--- src/qph_pkg.sv ---
// shared types and constants for the quadratic probe hash table
package qph_pkg;

  // fixed field widths
  localparam int KEY_W      = 31;
  localparam int KIND_W     = 2;
  localparam int STATUS_W   = 2;
  localparam int SLOT_OUT_W = 10;
  localparam int LIMIT_W    = 10;

  // port widths, padded to whole bytes
  localparam int S_TDATA_W = 32;
  localparam int M_TDATA_W = 16;

  // load limit after reset
  localparam logic [LIMIT_W-1:0] LIMIT_RESET = 10'd817;

  // request kinds
  localparam logic [KIND_W-1:0] KIND_INSERT = 2'd0;
  localparam logic [KIND_W-1:0] KIND_SEARCH = 2'd1;
  localparam logic [KIND_W-1:0] KIND_REMOVE = 2'd2;

  // result codes
  localparam logic [STATUS_W-1:0] ST_OK      = 2'd0;
  localparam logic [STATUS_W-1:0] ST_MISSING = 2'd1;
  localparam logic [STATUS_W-1:0] ST_FULL    = 2'd2;

  // one slot of the table
  typedef struct packed {
    logic             used;
    logic             dead;
    logic [KEY_W-1:0] key;
  } slot_t;

endpackage

--- src/qph_home.sv ---
// key modulo table size by reciprocal multiplication, pipelined: multiply, multiply back, subtract
module qph_home import qph_pkg::*; #(
  parameter int TABLE_SLOTS = 1021,
  parameter int SLOT_W      = 10
) (
  input  logic              clk,
  input  logic              rst,
  input  logic              start,
  input  logic [KEY_W-1:0]  key,
  output logic              done,
  output logic [SLOT_W-1:0] home
);

  // rounded-up reciprocal, exact quotient for every key below 2**KEY_W
  localparam int SHIFT   = KEY_W + SLOT_W;
  localparam int RECIP_W = KEY_W + 1;
  localparam int PROD_W  = KEY_W + RECIP_W;
  localparam logic [RECIP_W-1:0] RECIP =
    RECIP_W'(((64'd1 << SHIFT) + 64'(TABLE_SLOTS) - 64'd1) / 64'(TABLE_SLOTS));

  logic [PROD_W-1:0] prod;
  logic [KEY_W-1:0]  key_d;
  logic [KEY_W-1:0]  quot;
  logic [KEY_W-1:0]  back;
  logic [SLOT_W-1:0] rem;
  logic              stage1;
  logic              stage2;

  assign quot = KEY_W'(prod >> SHIFT);

  // stage valids
  always_ff @(posedge clk) begin
    if (rst) begin
      stage1 <= 1'b0;
      stage2 <= 1'b0;
      done   <= 1'b0;
    end else begin
      stage1 <= start;
      stage2 <= stage1;
      done   <= stage2;
    end
  end

  // multiply by the reciprocal, multiply back, subtract
  always_ff @(posedge clk) begin
    if (start) begin
      prod  <= {{RECIP_W{1'b0}}, key} * {{KEY_W{1'b0}}, RECIP};
      key_d <= key;
    end
    if (stage1) begin
      back <= quot * KEY_W'(TABLE_SLOTS);
    end
    if (stage2) begin
      rem <= SLOT_W'(key_d - back);
    end
  end

  assign home = rem;

endmodule

--- config.mk ---
export PLATFORM = sky130hd
export DESIGN_NAME = qph_home
export DESIGN_NICKNAME = d
export VERILOG_FILES = /design/src/qph_pkg.sv /design/src/qph_home.sv
export SDC_FILE = /design/constraint.sdc
export NUM_CORES = 1
export LEC_CHECK = 0
export BUFFER_PORTS_ARGS = -buffer_cell sky130_fd_sc_hd__buf_2
export CAP_MARGIN = 20
export CORE_UTILIZATION = 38
export CTS_BUF_LIST = sky130_fd_sc_hd__clkbuf_4 sky130_fd_sc_hd__clkbuf_8
export DETAILED_ROUTE_END_ITERATION = 6
export GPL_ROUTABILITY_DRIVEN = 0
export PLACE_DENSITY = 0.64
export SYNTH_ARGS = -nofsm -noshare
export SYNTH_HDL_FRONTEND = slang
export SYNTH_SLANG_ARGS = --single-unit
--- constraint.sdc ---
create_clock -name clk -period 7.6 [get_ports clk]
set_input_delay 0.38 -clock clk [delete_from_list [all_inputs] [get_ports clk]]
set_output_delay 0.38 -clock clk [all_outputs]
set_load 0.005 [all_outputs]
---- Word level (Yosys, flattened, before mapping) ----
Index checks and enable logic that the tools add are counted.
word-level totals
  output and inout bits ................... 11
  register bits ........................... 96
  input bits .............................. 34
operators by class
  $mul .................................... 2
  add/subtract/negate cells ............... 1
operator list
  kind                                                 count
  multiplier 31 x 32 -> 63 bit, second input constant  1
  multiplier 22 x 10 -> 10 bit, second input constant  1
  subtractor 10 bit                                    1

---- Depth between registers and ports, before layout ----
  word-level depth ........................ 1
  mapped depth ............................ 26

---- Least setup slack after synthesis ----
Ideal clock, no wire load.
  path type ............................... input to register
  start ................................... input port key[28]
  end ..................................... register prod[50] (data pin)
  path slack .............................. 1,350 ps
  cell stages on the path ................. 21
  data arrival time ....................... 5,990 ps
  cells stage by stage .................... fa_1 -> inv_1 -> fa_1 -> inv_1 -> fa_1 -> fa_1 -> fa_1 -> inv_1 -> fa_1 -> inv_1 -> fa_1 -> ha_1 -> ha_1 -> nand4_1 -> nor2_1 -> nand2_1 -> a2111oi_0 -> a21oi_1 -> o221ai_2 -> a21oi_1 -> xnor2_1
between the ends
  cells in the longest elaborated chain, start to end .. 1
RTL lines
  item                          line            RTL
  start: declaration            qph_home.sv:9   input logic [KEY_W-1:0] key,
  multiplier 31 x 32 -> 63 bit  qph_home.sv:47  prod <= {{RECIP_W{1'b0}}, key} * {{KEY_W{1'b0}}, RECIP};
  end signal: assignment        qph_home.sv:47
  end: declaration              qph_home.sv:21  logic [PROD_W-1:0] prod;
Every way passes these cells.
A chain may end at the register's enable or synchronous reset.

---- Worst setup path in the final report ----
Same ends and word-level chain as after synthesis.

==> results.toml <==
[timing]
hold_viol = 0
rsz0062_at_grt = "no"
final.min_clock_period_ps = 6620
setup_viol = 0
max_slew.worst_pin.slew_ps = 542
max_freq_ghz = 0.151
max_slew_margin = 0.635
fin_skew_ps = 3.09
slew_viol_final = 0
totalNegativeSetupSlack_ps = 0
fin_crit_sh = 0.871

[clock_network]
hold_buffers = 0
cts.repair.resized = 0
clk_latency_ps = 290
postCtsSetupRepairBufs = 0
cts.htree.levels = 2
root_buffer = "clkbuf_8"
clkSinkCount = 43
cts_buffers = 5
cts_buffer_depth = 2
cts_tree = "built"
cts.clk_slew.worst_paths_ps = 70

[floorplanning]
fp.coreArea_mm2 = 0.0345
die_x_um = 189
dieArea_mm2 = 0.0359
fp.dieH_um = 189
num_rows = 68
start_util = 0.386
num_io_pins = 45

[grt]
grt_pass1_vias = 9326
grt_max_degree = 22
grtUsageTotal = 0.174
grt_pass1_wl_um = 47900
grt_overflow = 0
antenna_found_initial = 0

[synthesis]
synth_edf_count = 40
yosysUniqueCellTypes = 57
ys_seq_area_frac = 0.0945
netlist_instances = 1316
syn_nets = 1916
synthesis.area_mm2 = 0.0133
syn_avg_cell_area_um2 = 10.1
yosysWarnings = 0
async_reset_ff_frac = 0
ys_ff_latch = 43
synthFlopType = "edfxtp_1"

[routing]
antenna_left = 0
routed_wl_um = 30000
avgViaCountPerCell = 4.82
routedWlPerCell_um = 16.5
drc = 0
drt_first_pass_iters = 5
drt_iter0_drc = 345
dr_total_vias = 8774

[final_layout]
synthToLayoutAreaGrowth_pct = 6.48
multiInputGateArea_mm2 = 0.0104
num-fill-cells = 3432
insertedDiodeCount = 0
seqCellArea_mm2 = 0.00126
drive_above_1_share = 0.0484
fin_nets = 1964

[setup_path]
cp_data_required_time_ps = 7640
cp_max_fo = 7
crit_type = "input pin to flop"
cp-end-kind = "flop"
critPathLaunchType = "input pin"
cp.arrival_ps = 6660

[placed_design]
dp_hpwl_um = 27300
port_buffers = 44

[hold_path]
hold_class = "input pin to flop"

[status]
status = "finished, final reports clean"

[run]
maxCapViolCount = 0
## through the flow
stage	hold WS [ps]	instances	utilization	worst slack (ps)	cell area, um^2
2_1_floorplan	452	1316	-	1350	13300
4_1_cts	262	1820	0.411	1040	14200
6_report	267	1820	0.411	981	14200
5_1_grt	266	1820	0.411	700	14200
3_5_place_dp	577	1812	0.409	732	14100
3_3_place_gp	578	1812	0.409	812	14100
## synthesized netlist by cell type (all sizes together), types with 2 or more instances
| cell type | number | share of area |
|---|---|---|
| nand2b | 4 | 0.0019 |
| xnor2 | 33 | 0.022 |
| nand4 | 15 | 0.0070 |
| o31a | 2 | 0.0013 |
| clkbuf | 2 | 0.00066 |
| and3 | 2 | 0.00094 |
| nor2b | 7 | 0.0033 |
| nor4 | 2 | 0.00094 |
| nor3 | 9 | 0.0034 |
| ha | 356 | 0.33 |
| nand2 | 22 | 0.0062 |
| xor2 | 9 | 0.0059 |
| o41ai | 3 | 0.0053 |
| a21oi | 44 | 0.017 |
| o21bai | 6 | 0.0034 |
| a21boi | 3 | 0.0017 |
| o21ai | 26 | 0.010 |
| a211oi | 3 | 0.0017 |
| nand3 | 9 | 0.0038 |
| a21o | 18 | 0.010 |
| inv | 437 | 0.12 |
| fa | 210 | 0.32 |
| o2111ai | 2 | 0.0013 |
| nor2 | 21 | 0.0059 |
| or4 | 3 | 0.0023 |
| edfxtp | 40 | 0.090 |
| a31oi | 4 | 0.0030 |
| dfxtp | 3 | 0.0045 |
| o211ai | 4 | 0.0026 |
## sequential cells by signal, summed over array words and instances, names as in the netlist
signal and count:
back 10, prod 11, done 1, stage2 1, key_d 9, stage1 1, home 10
## critical path, stage by stage
cell	delay [ps]
buf_2	160
fa_1	540
inv_1	50
fa_1	530
inv_1	80
fa_1	510
fa_1	520
fa_1	540
inv_1	50
fa_1	520
inv_1	50
fa_1	470
ha_1	310
ha_1	340
nand4_1	190
nor2_1	210
nand2_1	70
a2111oi_0	420
a21oi_1	250
o221ai_2	220
a21oi_1	110
xnor2_1	130
## logic make-up after synthesis
group / synth area share
simple gates: 0.0378
xor+xnor: 0.0276
compound gates: 0.0673
buf+inv: 0.124
fa+ha+maj: 0.649
flops: 0.0945
## layer usage
layer	global-route usage	part of all wire
met5	0	0
met2	0.311	0.49
met4	0.0555	0.032
met3	0.0145	0.039
met1	0.222	0.44
## path summary, 6_finish.rpt
path	to	slack [ps]	start	cells after the start
max	prod[50]$_DFFE_PP_	980	key[28]	22
min	stage2$_SDFF_PP0_	270	rst	2
max reg2reg	back[9]$_DFFE_PP_	3570	prod[43]$_DFFE_PP_	14
min reg2reg	back[1]$_DFFE_PP_	650	prod[42]$_DFFE_PP_	0
## cell usage in the layout, fill, tap and decap left out, types with 3 or more instances in the layout
master    count
inv_1       436
ha_1        356
fa_1        210
buf_2        44
a21oi_1      42
edfxtp_1     40
xnor2_1      33
nand2_1      22
nor2_1       21
a21o_1       18
o21ai_0      17
nand4_1      15
xor2_1        9
nor3_1        9
nand3_1       8
o21ai_1       8
nor2b_1       7
o21bai_1      6
clkbuf_8      5
nand2b_1      4
a211oi_1      3
o211ai_1      3
a31oi_1       3
dfxtp_1       3
## area by class of cell
type,count,share of cell area
timing repair buffer,44,0.0155
multi-input combinational,833,0.734
sequential,43,0.0888
tap,455,0.0401
clock buffer,7,0.00590
inverter,437,0.115
clock inverter,1,0.000352
Power is left out: the tool's default activity adds up to more than one toggle a clock period on the data nets, which glitch-free logic cannot reach.
